`src/hw/rtl/ilff_pkg.sv`:
```
// Shared types, constants and helpers for the first-fit heap allocator.
package ilff_pkg;

  localparam int HEAP_BYTES  = 65536;
  localparam int CHUNK_BYTES = 4096;
  localparam int HEAP_WORDS  = HEAP_BYTES / 4;
  localparam int WADDR_W     = $clog2(HEAP_WORDS);
  localparam int BRK_W       = $clog2(HEAP_BYTES) + 1;
  localparam int BP_W        = 34;
  localparam int BSZ_W       = 17;

  localparam int CHUNK_W4    = CHUNK_BYTES / 4;
  localparam int CHUNK_SZ    = (CHUNK_W4 + (CHUNK_W4 % 2)) * 4;
  localparam bit INIT_FITS   = (16 + CHUNK_SZ) <= HEAP_BYTES;
  localparam int BRK_RESET   = INIT_FITS ? 16 + CHUNK_SZ : 16;

  localparam logic [31:0] SIZE_MASK = 32'hFFFF_FFF8;

  localparam logic [1:0] ST_DONE    = 2'd0;
  localparam logic [1:0] ST_OOM     = 2'd1;
  localparam logic [1:0] ST_IGNORED = 2'd2;

  typedef enum logic [1:0] {
    K_ALLOC,
    K_FREE,
    K_IGNORE
  } kind_t;

  typedef struct packed {
    kind_t             kind;
    logic [BSZ_W-1:0]  bsize;
    logic [15:0]       addr;
  } item_t;

  typedef struct packed {
    logic [15:0] addr;
    logic [1:0]  status;
  } result_t;

  typedef enum logic [5:0] {
    S_CLR, S_I0, S_I1, S_I2, S_I3, S_I4,
    S_IDLE,
    S_W_CHK, S_W_D,
    S_G_CHK, S_G_W0, S_G_W1, S_G_W2,
    S_F_A, S_F_AD, S_F_W0, S_F_W1,
    S_M_A, S_M_AD, S_M_B, S_M_BD, S_M_C, S_M_CD, S_M_S, S_M_W0, S_M_W1, S_M_END,
    S_P_A, S_P_AD, S_P_W0, S_P_W1, S_P_W2, S_P_W3
  } state_t;

  function automatic logic [WADDR_W-1:0] word_of(input logic [BP_W-1:0] a);
    return a[WADDR_W+1:2];
  endfunction

endpackage

```
`src/hw/rtl/ilff_front.sv`:
```
// Front end: accepts requests, classifies them and queues them for the back end.
module ilff_front (
  input  logic                  clk,
  input  logic                  rst,
  input  logic                  s_tvalid,
  output logic                  s_tready,
  input  logic [31:0]           s_tdata,
  input  logic [0:0]            s_tuser,
  output logic                  q_valid,
  output ilff_pkg::item_t       q_item,
  input  logic                  q_ready
);

  ilff_pkg::item_t slot [2];
  logic            wptr;
  logic            rptr;
  logic [1:0]      count;
  ilff_pkg::item_t cls;
  logic [16:0]     req_round;
  logic            push;
  logic            pop;

  always_comb begin
    req_round  = ({1'b0, s_tdata[15:0]} + 17'd7) & 17'h1FFF8;
    cls.bsize  = req_round + 17'd8;
    cls.addr   = s_tdata[31:16];
    if (s_tuser[0]) begin
      cls.kind = (s_tdata[31:16] == 16'd0) ? ilff_pkg::K_IGNORE : ilff_pkg::K_FREE;
    end else begin
      cls.kind = (s_tdata[15:0] == 16'd0) ? ilff_pkg::K_IGNORE : ilff_pkg::K_ALLOC;
    end
  end

  assign s_tready = (count != 2'd2);
  assign q_valid  = (count != 2'd0);
  assign q_item   = slot[rptr];
  assign push     = s_tvalid && s_tready;
  assign pop      = q_valid && q_ready;

  always_ff @(posedge clk) begin
    if (push) begin
      slot[wptr] <= cls;
    end
    if (rst) begin
      wptr  <= 1'b0;
      rptr  <= 1'b0;
      count <= 2'd0;
    end else begin
      if (push) wptr <= ~wptr;
      if (pop) rptr <= ~rptr;
      count <= count + {1'b0, push} - {1'b0, pop};
    end
  end

endmodule

```
`config.mk`:
```
export PLATFORM = sky130hd
export DESIGN_NAME = ilff_front
export DESIGN_NICKNAME = d
export VERILOG_FILES = /design/src/hw/rtl/ilff_pkg.sv /design/src/hw/rtl/ilff_front.sv
export SDC_FILE = /design/constraint.sdc
export NUM_CORES = 1
export LEC_CHECK = 0
export BUFFER_PORTS_ARGS = -buffer_cell sky130_fd_sc_hd__clkbuf_2
export CAP_MARGIN = 20
export CORE_ASPECT_RATIO = 1.75
export CORE_MARGIN = 1
export CORE_UTILIZATION = 35
export DETAILED_ROUTE_END_ITERATION = 6
export SYNTH_ARGS = -nofsm -noshare
export SYNTH_HDL_FRONTEND = slang
export SYNTH_SLANG_ARGS = --single-unit
```
`constraint.sdc`:
```
create_clock -name clk -period 3.2 [get_ports clk]
set_input_delay 0.32 -clock clk [delete_from_list [all_inputs] [get_ports clk]]
set_output_delay 0.32 -clock clk [all_outputs]
set_load 0.01 [all_outputs]
```
==> results.txt, run 1 <==
Setup repair after global routing left no endpoint under its margin. After detailed routing, the total wire length is 5274 µm. The logs give 0 for the overflow left after global routing and 7.468 ps for the worst-case clock skew.

The clock-pin slew reported for the worst setup and hold paths after clock tree synthesis came out at 50 ps. The run finished, with violations left. STA classifies the critical path startpoint as a flop. Headroom to the max-slew limit came out at 35.38%.

The detailed router placed 1749 vias in this run. TritonCTS built the clock tree. The tool flagged a number of max-cap violations equal to 0. The count of nets left with antenna violations once routing finished came out at 0. The tools report the hold-fix buffer count after cts as 0. The first routing iteration left 85 violations. Setup slack closes at 984.9 ps.

In the final routed layout, each cell accounts on average for 14.94 µm. The clock insertion delay at the later pin of the skew report was 320 ps; the highest fanout seen on the critical path was 17. After detailed routing, the number of remaining DRC violations is 6. The placeable core area was 7963 µm². In this run the power density over the cells is 759.1 nW/µm².

In the final timing run, aggregate negative setup slack is 0 ps. In this run the number of H-tree levels came out at 3. The tools report the effective utilization at floorplan as 36.30%.

The cell area that synthesis handed to floorplanning was 2890 µm². Maximum frequency from static timing analysis: 451.4 MHz. In this run the static leakage power is 1.396 nW. At the worst endpoint, the required time is 2880 ps. Across the VDD grid, the largest voltage drop is 0.3052 mV. The count of cells along the worst hold path is 1.

Buffers added to address setup during post-CTS repair amount to 0. The layout overhead on the synthesized area was 25.50%. The pin count of the biggest net entering global routing is 33, and the floorplan die height is 122.2 µm.

The die covers 8640 µm². The tightest min-delay check is of the input port to flop type. Leaving out fill and tap cells, the most frequent cell in the layout is sky130_fd_sc_hd__clkbuf_2.

Detailed routing placed a total of 3107 µm of wire on met2. The logs give 1865 µm for the wire length on met1 and 0 for the number of antenna violations at the first check in global routing. At the placement stage, the worst setup path has a slack of 973.5 ps. The tools report the category of the worst setup path capture point as an output pin.

The via count of the first global-routing pass was 1752. After synthesis, the mean cell area works out to 16.06 µm². For flop-to-flop paths, the worst setup slack is 1400 ps. In the layout the commonest cells are sky130_fd_sc_hd__clkbuf_2, sky130_fd_sc_hd__edfxtp_1, sky130_fd_sc_hd__mux2_2.

In the routed layout, each cell is associated on average with a via count of 4.955. Routability-driven placement finished with a final weighted congestion of 0.7446. The tools report the row count as 43.

The worst setup path is of the flop to output pin kind. The completed layout was analyzed and its total power is 0.002753 W. Yosys printed 0 warnings. Clock tree synthesis found a total of 69 sinks. Once layout is complete, the utilization of the core stands at 45.55%. The distinct cell type count after synthesis is 29, and the wire length on met3 is 222 µm.

The share of the clock period used by the worst path after layout was 69.22%. The number of max-slew violations in the final report is 0, and the buffer depth of the longest clock path is 2. The first-pass GRT wire length was 8231 µm; the synthesized flop and latch total was 69. The run gives 74 as the number of top-level design ports. The transition time at the pin with the least slew margin is 967.0 ps, and the count of cells resized by post-cts repair is 0. In the global route stage, overall resource usage came out at 13.22%. Buffers inserted during clock tree synthesis total 9. Detailed placement HPWL: 3749 µm. The run gives 6 as the length of the first detailed-routing pass in iterations. The start of the worst register-to-register path was count[0]$_SDFF_PP0_. The final reports fail on DRC. The startpoint of the tightest hold check path is s_tdata[27].

For the number of standard cells after synthesis, the log shows 180. The tools report the setup violation total in the final timing report as 0. Filler cell count in the final layout: 735. The final layout contains 298 nets. The routed design could run at a clock period as short as 2215 ps. For the data arrival time of the worst path, the log shows 1900 ps. The logs give 0 for the number of endpoints with negative hold slack in the final report and 0 for the number of antenna cells inserted.

In this run the tool buffered the top-level ports with 70 buffer cells. In the final layout, the share of cells above drive strength 1 is 45.63%. The die is 70.70 µm wide. Highest routing layer actually used: met4. Sequential elements use 69.96% of the synthesized area. CTS placed an instance of sky130_fd_sc_hd__clkbuf_16 at the clock tree root.

The worst register-to-register path has a depth of 3.
-- layer usage --
metal / global-route usage, % / up-vias
met3: 4.187 / 4
met4: 7.500 / 0
met2: 25.24 / 47
li1: - / 835
met5: 0 / -
met1: 12.00 / 863
-- state kept, by name, indices dropped and copies added (netlist names), named ones only --
signal / cells
count: 2
rptr: 1
slot: 64
wptr: 1
-- cell type report --
type                    instances  area (µm²)  share of cell area, %
repair buffers                 72       377.9                  10.42
well taps                      90       112.6                  3.105
clock inverters                 2       8.758                 0.2415
flip-flops and latches         69        2022                  55.74
clock buffers                  14       264.0                  7.278
multi-input cells             103       830.8                  22.90
inverters                       3       11.26                 0.3105
-- Yosys cell counts --
cell                       instances  area share (%)
sky130_fd_sc_hd__a21oi_1           1            0.17
sky130_fd_sc_hd__and2_1            3            0.65
sky130_fd_sc_hd__and3_1            4            0.87
sky130_fd_sc_hd__buf_2             3            0.52
sky130_fd_sc_hd__buf_4             3            0.78
sky130_fd_sc_hd__clkbuf_1          1            0.13
sky130_fd_sc_hd__conb_1            1            0.13
sky130_fd_sc_hd__dfxtp_1           5             3.5
sky130_fd_sc_hd__edfxtp_1         64              66
sky130_fd_sc_hd__ha_1              3             1.3
sky130_fd_sc_hd__inv_1             3            0.39
sky130_fd_sc_hd__mux2_2           32              12
sky130_fd_sc_hd__nand2_1           7            0.91
sky130_fd_sc_hd__nand2b_1          1            0.22
sky130_fd_sc_hd__nand3_1           3            0.52
sky130_fd_sc_hd__nand3_2           1            0.35
sky130_fd_sc_hd__nand4_1           3            0.65
sky130_fd_sc_hd__nor2_1            9             1.2
sky130_fd_sc_hd__nor2b_1           1            0.22
sky130_fd_sc_hd__nor3_1            1            0.17
sky130_fd_sc_hd__nor4_1            8             1.7
sky130_fd_sc_hd__o21ai_0           1            0.17
sky130_fd_sc_hd__o311ai_0          1            0.30
sky130_fd_sc_hd__o31ai_1           1            0.26
sky130_fd_sc_hd__or2_2             1            0.22
sky130_fd_sc_hd__or3_1             1            0.22
sky130_fd_sc_hd__or4_4             1            0.39
sky130_fd_sc_hd__xnor2_1          10             3.0
sky130_fd_sc_hd__xor2_1            7             2.1
-- cells by family (layout without fill, tap and decap cells) --
kind of cell    after synthesis  count (layout)  share of synthesized area (%)
flops                        69              69                          69.96
simple gates                 44              44                          8.269
mux                          32              32                          12.47
xor+xnor                     17              17                          5.151
buf+inv                      10              91                          1.818
compound gates                4               4                         0.9089
fa+ha+maj                     3               3                          1.299
other cells                   1               3                         0.1297
-- through the flow --
step | hold slack (ps) | std cells | area (µm²)
final | 204.8 | 353 | 3627
after global routing | 191.4 | 353 | 3627
after CTS | 188.2 | 353 | 3627
after detailed placement | 514.0 | 337 | 3354
after global placement | 496.6 | 337 | 3354
after floorplan | 391.6 | 182 | 2898
-- critical path, stage by stage (launching register included) --
cell	delay, ps
sky130_fd_sc_hd__dfxtp_1	850
sky130_fd_sc_hd__buf_12	240
sky130_fd_sc_hd__mux2_2	350
sky130_fd_sc_hd__clkbuf_2	130
-- power breakdown --
part           switching, W  leakage [nW]  internal (W)
clock              0.000321         0.134      0.000562
combinational      0.000336         0.621      0.000313
sequential        0.0000648         0.641       0.00116
-- final timing paths --
path,endpoint
setup / recovery,q_item[10]
setup reg to reg,slot[0][3]$_DFFE_PP_
hold reg to reg,flop
hold / removal,slot[0][11]$_DFFE_PP_
Note: power is estimated with default switching activity, not from simulation.
==> inputs of run 2 (changes only) <==
==> constraint.sdc (replaced) <==
create_clock -name clk -period 1.8 [get_ports clk]
set_input_delay 0.18 -clock clk [delete_from_list [all_inputs] [get_ports clk]]
set_output_delay 0.18 -clock clk [all_outputs]
set_load 0.01 [all_outputs]
==> run 2 against run 1 <==
Die area stayed put. Non-clock buffer count grew 10. The flow still finishes with violations (DRC). Critical endpoint is now count[1]$_SDFF_PP0_. Combinational power is 94% higher. Sequential power up 74%. Core utilization up 0.85 points. Clock skew shrank 3.4 ps. Final area increased by 1.9%. Global-route usage is 0.48 points lower. Flip-flop and latch count stayed put. Via count did not move.
==> results.txt, run 2 (same netlist as run 1, synthesis figures left out) <==
Detailed placement ended at an HPWL of 3922 µm. Post-CTS repair changed the size of 0 cells. TritonCTS built the clock tree. In this run, the clock network consumes 30.0% of the power.

The path type of the worst min-delay path was input port to flop. The via count of the first global-routing pass was 1688. For this configuration, the core starts out at a cell density of 36.30%. Setup violations remaining at the end of the flow were counted as 0. After detailed routing, the average wire length per cell comes to 14.18 µm. Pin placement for this block handled 74 I/O pins. The number of max-slew violations in the final report is 0. Registers take 2023 µm². The delay contributed by the slowest stage of the critical path is 320 ps, and the leakage dissipation is 1.429 nW. The worst-case IR drop observed on VDD is 0.4904 mV.

The overflow left after global routing was 0; the number of clock buffers inserted by TritonCTS was 9. In the global route stage, met2 resource usage came out at 23.98%. The floorplan die height is 122.2 µm, and the global placement routability congestion is 0.7241. Global routing consumed, on the met3 layer, 3.284% of the routing resources. The proportion of layout cells with a drive suffix above 1 works out to 48.90%.

The floorplan step defined a die boundary enclosing 8640 µm². The run gives 8045 µm as the first-pass GRT wire length. The placed cell area was 3417 µm². The number of nets with antenna violations after detailed routing is 0, and the total power per unit cell area is 1308 nW/µm². Using the TritonRoute via totals, the vias-per-cell ratio works out to 4.831. The pin count of the biggest net entering global routing was 19. The tools report the number of antenna violations at the first check in global routing as 0. slot holds more flip-flops than any other register. In this run, the combinational gates consume 26.1% of the power. The run gives 43.9% as the share of power burned in registers.

The largest individual stage delay along the critical path comes from the cell sky130_fd_sc_hd__dfxtp_2. The net count reported at finish is 308. The logs give 858.3 µm² for the multi-input logic area and 1749 for the via count.

Across the run, the number of max-cap violations was 0. Clock-pin slew was measured on the worst setup and hold paths at 50 ps. The critical path is of the flop to flop type. The post-CTS setup-driven buffer insertion count was 0. The final reports fail on DRC. Layout overhead on the synthesized area: 27.84%. In the final layout, the registers with the most flip-flops are slot (64), count (2).

The tools report the total power of the final layout as 0.004832 W. Traced cell by cell, the critical path runs through or2_4 > and2_4 > ha_4 > inv_1 > ha_2 > xor2_2 > xnor2_1 > nor2_1. The run gives 0 as the hold-fix buffer count after cts. The filler cells instantiated in the layout total 725. After layout, the worst setup slack is 133.1 ps. The startpoint identified for the worst register-to-register timing path is count[1]$_SDFF_PP0_. The run finished, with violations left. The all-layer global routing usage is 12.75%, and the switching share of total power is 26.22%. At the placement stage, the worst setup path has a slack of -195.9 ps. Between clock sinks in the finished design, the worst skew comes to 4.091 ps.

The logs give 66 for the violation count after the first detailed-routing iteration and 5 for the length of the first detailed-routing pass in iterations. The analysis attributes to net switching a power of 0.001267 W. Input and output buffers added on the ports amount to 70. In the layout the commonest cells are sky130_fd_sc_hd__clkbuf_2, sky130_fd_sc_hd__edfxtp_1, sky130_fd_sc_hd__mux2_2. The highest fanout seen on the critical path is 3. After detailed routing, the number of remaining DRC violations is 8.

Clock latency on the worst-skew pair, taken at its later pin, is 320 ps. CTS built an H-tree with a depth of 3. The tools report the worst setup path startpoint as count[1]$_SDFF_PP0_.

The tools report the startpoint of the tightest hold check path as s_tdata[21]. For the cell area after layout, the log shows 3695 µm². Element type at the critical path start: a flop. The placeable core area was 7963 µm²; the shortest clock period the worst path allows after layout was 1667 ps. After routing, the total negative slack on setup checks comes to 0 ps. Internal power: 0.003565 W.

The number of endpoints with negative hold slack in the final report was 0; the number of antenna cells inserted was 0. The final critical path takes up 92.61% of the cycle. Most frequent standard cell in the layout excluding fill and tap cells: sky130_fd_sc_hd__clkbuf_2. The number of flip-flops in the largest register was 64; the data arrival time of the worst path was 1870 ps.

The global routing stage identified its most utilized layer as met2. The longest clock path from root to sink contains 2 buffers. In the global route stage, met1 resource usage came out at 12.26%.

Timing would allow up to 599.9 MHz. The category of the worst setup path capture point was a flop. The die width is 70.70 µm.

The total wirelength of the detailed-routed design came out at 5134 µm. The clock net in this run drives a total of 69 sinks. At the worst endpoint, the required time is 2000 ps. The row count was 43. The tree is rooted in a sky130_fd_sc_hd__clkbuf_16.
==> run 2: layout make-up <==
class                           count  area share [%]
Clock buffer                       11           6.299
Clock inverter                      4          0.4402
Inverter                            3          0.3048
Multi-Input combinational cell    103           23.23
Sequential cell                    69           54.76
Tap cell                           90           3.048
Timing Repair Buffer               82           11.92
==> run 2: final timing paths <==
kind,cells past startpoint,slack [ps],to
setup reg to reg,8,130,count[1]$_SDFF_PP0_
hold reg to reg,2,510,flop
setup / recovery,8,130,count[1]$_SDFF_PP0_
hold / removal,1,70,slot[1][5]$_DFFE_PP_
==> run 2: power by group through the flow <==
| stage | Clock (W) | Combinational [W] | Sequential, W |
|---|---|---|---|
| 2_1_floorplan | 0 | 0.000779 | 0.00213 |
| 3_3_place_gp | 0 | 0.00124 | 0.00214 |
| 3_5_place_dp | 0 | 0.00125 | 0.00215 |
| 4_1_cts | 0.00149 | 0.00126 | 0.00212 |
| 5_1_grt | 0.00155 | 0.00139 | 0.00214 |
| 6_report | 0.00145 | 0.00126 | 0.00212 |
==> run 2: metrics by stage <==
step,utilization (%),hold WS (ps),cells
final,46.40,69.40,362
after global routing,46.40,65.47,362
after CTS,46.04,57.60,362
after floorplan,-,251.6,182
after detailed placement,42.91,391.2,347
after global placement,42.91,387.4,347
==> run 2: layer usage <==
metal  share of wire [%]  vias up  wire (µm)
met5                   0        -          0
met4                 2.4        0        121
met3                 4.7        7        240
met2                  57       48       2941
met1                  36      840       1830
li1                    -      854          -
==> run 2: worst max-delay path, delay by kind of cell, from the launching register on <==
family / cells / cell delay [ps]
buffers and inverters: 1 / 30
DFF: 1 / 320
and+or+nand+nor: 3 / 470
adders and majority gates: 2 / 420
xor gates and xnor gates: 2 / 300
==> inputs of run 3 (changes only) <==
==> constraint.sdc (replaced) <==
create_clock -name clk -period 1.65 [get_ports clk]
set_input_delay 0.165 -clock clk [delete_from_list [all_inputs] [get_ports clk]]
set_output_delay 0.165 -clock clk [all_outputs]
set_load 0.01 [all_outputs]
==> run 3 against run 2 <==
The run still ends with DRC left. Final cell count is 0.55% higher. Die area stayed put. Critical path type unchanged. Largest cell class unchanged. Via count is 1.2% higher. Clock power is 37% higher. Sequential share of layout area is 1.9 points lower. Register-to-register slack worse by 110 ps. Wire length is 4.0% higher. Highest routed layer unchanged. Final area is 3.6% higher.
==> results.txt, run 3 (same netlist as run 1, synthesis figures left out) <==
The run finished, with violations left. The final reports fail on DRC. The share of the clock period used by the worst path after layout was 98.61%.

TritonCTS built the clock tree. The number of levels in the clock H-tree is 3, and the total power per unit cell area is 1504 nW/µm². IR analysis of the VDD net gives a maximum drop of 0.5951 mV. The path type of the worst min-delay path was input port to flop. The run gives 3814 µm as the detailed placement HPWL. The completed layout was analyzed and its total power is 0.005756 W. On the worst path, the slowest cell contributes a delay of 310 ps. Summing all multi-input logic gate instances after layout gives 878.3 µm². The setup violation total in the final timing report came out at 0. The die covers 8640 µm². Clock tree synthesis inserted a total of 9 buffers. The clock passes through at most 2 buffers. The worst register-to-register path has a depth of 8.

For this block, the routed nets add up to 5340 µm of wire. For the first-pass GRT wire length, the log shows 8211 µm. The number of endpoints with negative hold slack in the final report was 0; the floorplan die height was 122.2 µm.

More flip-flops sit in one register than any other, and that register is slot. Among all stages on the critical path, the largest delay is contributed by sky130_fd_sc_hd__dfxtp_2. The shortest clock period the worst path allows after layout was 1627 ps; the detail-routed via count per cell was 4.863. The leakage dissipation was 1.477 nW.

The highest fanout seen on the critical path was 2. The number of sinks handled by clock tree synthesis was 69. Net switching is 25.69% of the power.

The tightest hold path in the finished design has a slack of 44.23 ps. The category of the worst setup path capture point was a flop. The run gives 6 as the count of unresolved DRC violations after routing. Setup repair after global routing could not meet its margin everywhere. Cells with a size suffix above 1 make up 53.28% of the layout. The maximum frequency from static timing analysis is 614.6 MHz, and the number of port buffers is 70.

The start of the worst register-to-register path is count[1]$_SDFF_PP0_. The first detailed-routing pass took 6 iterations. The number of antenna violations at the first check in global routing is 0. Buffer type at the clock tree root: sky130_fd_sc_hd__clkbuf_16. The via count came out at 1770. Of the total power, combinational logic draws 25.4%. The count of cells along the worst hold path is 1. The type of the setup path with the least slack was flop to flop.

The tools report the internal power as 0.004277 W. After clock tree synthesis, the clock-pin slew on the worst setup and hold paths is 50 ps. The layout overhead on the synthesized area is 32.42%, and the part of the total power dissipated in the clock network is 34.5%. The number of max-cap violations was 0. For the final database, setup skew stands at 5.355 ps. For this design the total switching power over the nets is 0.001479 W.

The floorplan step defined a core boundary enclosing 7963 µm². The register cell area after layout came out at 2024 µm². During I/O placement, the number of pins put on the boundary was 74. The clock insertion delay at the later pin of the skew report is 320 ps, and the filler cell count in the final layout is 745. The number of antenna cells inserted is 0, and the data arrival time of the worst path is 1840 ps. The most frequent standard cell in the layout excluding fill and tap cells was sky130_fd_sc_hd__clkbuf_2. The signal on the critical path passes through or2_4 > and2_4 > ha_4 > inv_2 > ha_2 > xor2_1 > xnor2_1 > nor2_1.

The effective utilization at floorplan came out at 36.30%. In the layout the commonest cells are sky130_fd_sc_hd__clkbuf_2, sky130_fd_sc_hd__edfxtp_1, sky130_fd_sc_hd__mux2_2. The net count reported at finish was 309. The total overflow left after global routing is 0. The startpoint of the tightest hold check path was s_tdata[29]. The die width came out at 70.70 µm.

The tools report the via count of the first global-routing pass as 1759. The capture instance of the worst register-to-register path is count[1]$_SDFF_PP0_. Data on the critical path is required at its endpoint by 1870 ps. In this run the core area contains 43 standard-cell rows. The congestion estimate from routability-driven global placement came to 0.7888. Across every metal layer, demand over resource in global routing totals 13.20%.

Sequential cells account for 40.1% of the total power. The count of nets left with antenna violations once routing finished came out at 0. The register with the most flip-flops in the layout has 64 of them.

The tools report the endpoint of the worst hold-timing path as slot[0][13]$_DFFE_PP_. After detailed routing, the average wire length per cell comes to 14.67 µm. The detailed router finished its first iteration with 146 violations. The run gives 33 as the pin count of the biggest net entering global routing. Setup slack on the worst reg-to-reg path comes out at 20 ps.

The tools report the number of max-slew violations in the final report as 0. The largest registers in the layout are slot (64), count (2). STA classifies the critical path startpoint as a flop.
==> run 3: cell count changes in the layout (fill, tap and decap cells not counted), moves of 2 or more <==
cell | before | now
sky130_fd_sc_hd__clkinv_1 | 3 | 1
sky130_fd_sc_hd__clkbuf_1 | 2 | 0
sky130_fd_sc_hd__bufinv_16 | 0 | 2
sky130_fd_sc_hd__buf_12 | 0 | 3
sky130_fd_sc_hd__buf_4 | 12 | 10
==> run 3: how the worst max path moves through the flow <==
stage                        startpoint                     to  cells after the start
floorplan           count[1]$_SDFF_PP0_    count[1]$_SDFF_PP0_                      8
global placement             s_tdata[2]  slot[1][27]$_DFFE_PP_                      8
detailed placement           s_tdata[2]  slot[0][27]$_DFFE_PP_                      8
CTS                 count[1]$_SDFF_PP0_    count[1]$_SDFF_PP0_                      8
global route        count[0]$_SDFF_PP0_    count[1]$_SDFF_PP0_                      8
finish              count[1]$_SDFF_PP0_    count[1]$_SDFF_PP0_                      8
==> run 3: worst max-delay path: cells and delay by family, from the launching register on <==
| kind | cells | cell delay (ps) |
|---|---|---|
| AND/OR/NAND/NOR | 3 | 460 |
| buffers and inverters | 1 | 20 |
| adder cells (fa/ha/maj) | 2 | 410 |
| XOR/XNOR | 2 | 310 |
| flip-flops | 1 | 310 |
==> run 3: what timing repair did <==
| action | CTS | global route |
|---|---|---|
| resized for setup | 1 | 5 |
| setup endpoints to repair | 1 | 7 |
| pin swaps | 4 | 4 |
| hold buffers | 0 | 0 |
| setup buffers | 1 | 0 |
==> run 3: power by group through the flow <==
stage	Clock (W)	Combinational (W)	Sequential [W]
2_1_floorplan	0	0.000878	0.00233
3_3_place_gp	0	0.00145	0.00233
3_5_place_dp	0	0.00146	0.00234
4_1_cts	0.00203	0.00148	0.00231
5_1_grt	0.00211	0.00160	0.00234
6_report	0.00198	0.00146	0.00231
==> run 3: stage by stage <==
step / cell area, µm² / worst slack (ps) / cells / utilization (%) / setup TNS [ps]
detailed placement: 3482 / -257.3 / 347 / 43.73 / -2620
global placement: 3482 / -220.0 / 347 / 43.73 / -2096
floorplan: 2933 / 2.570 / 182 / - / 0
CTS: 3806 / 1.138 / 364 / 47.80 / 0
global route: 3827 / -53.54 / 364 / 48.07 / -53.54
finish: 3827 / 22.96 / 364 / 48.07 / 0
==> run 3: cell type report <==
class | count | area share (%)
clock buffers | 9 | 5.884
clock inverters | 7 | 2.354
inverters | 3 | 0.2942
multi-input cells | 103 | 22.95
flip-flops and latches | 69 | 52.89
well taps | 90 | 2.942
repair buffers | 83 | 12.68
==> run 3: layer usage <==
layer | vias up | routed length, µm | GRT usage (%)
li1 | 859 | - | -
met1 | 851 | 1790 | 12.09
met2 | 50 | 3151 | 25.18
met3 | 10 | 268 | 4.269
met4 | 0 | 130 | 7.125
met5 | - | 0 | 0
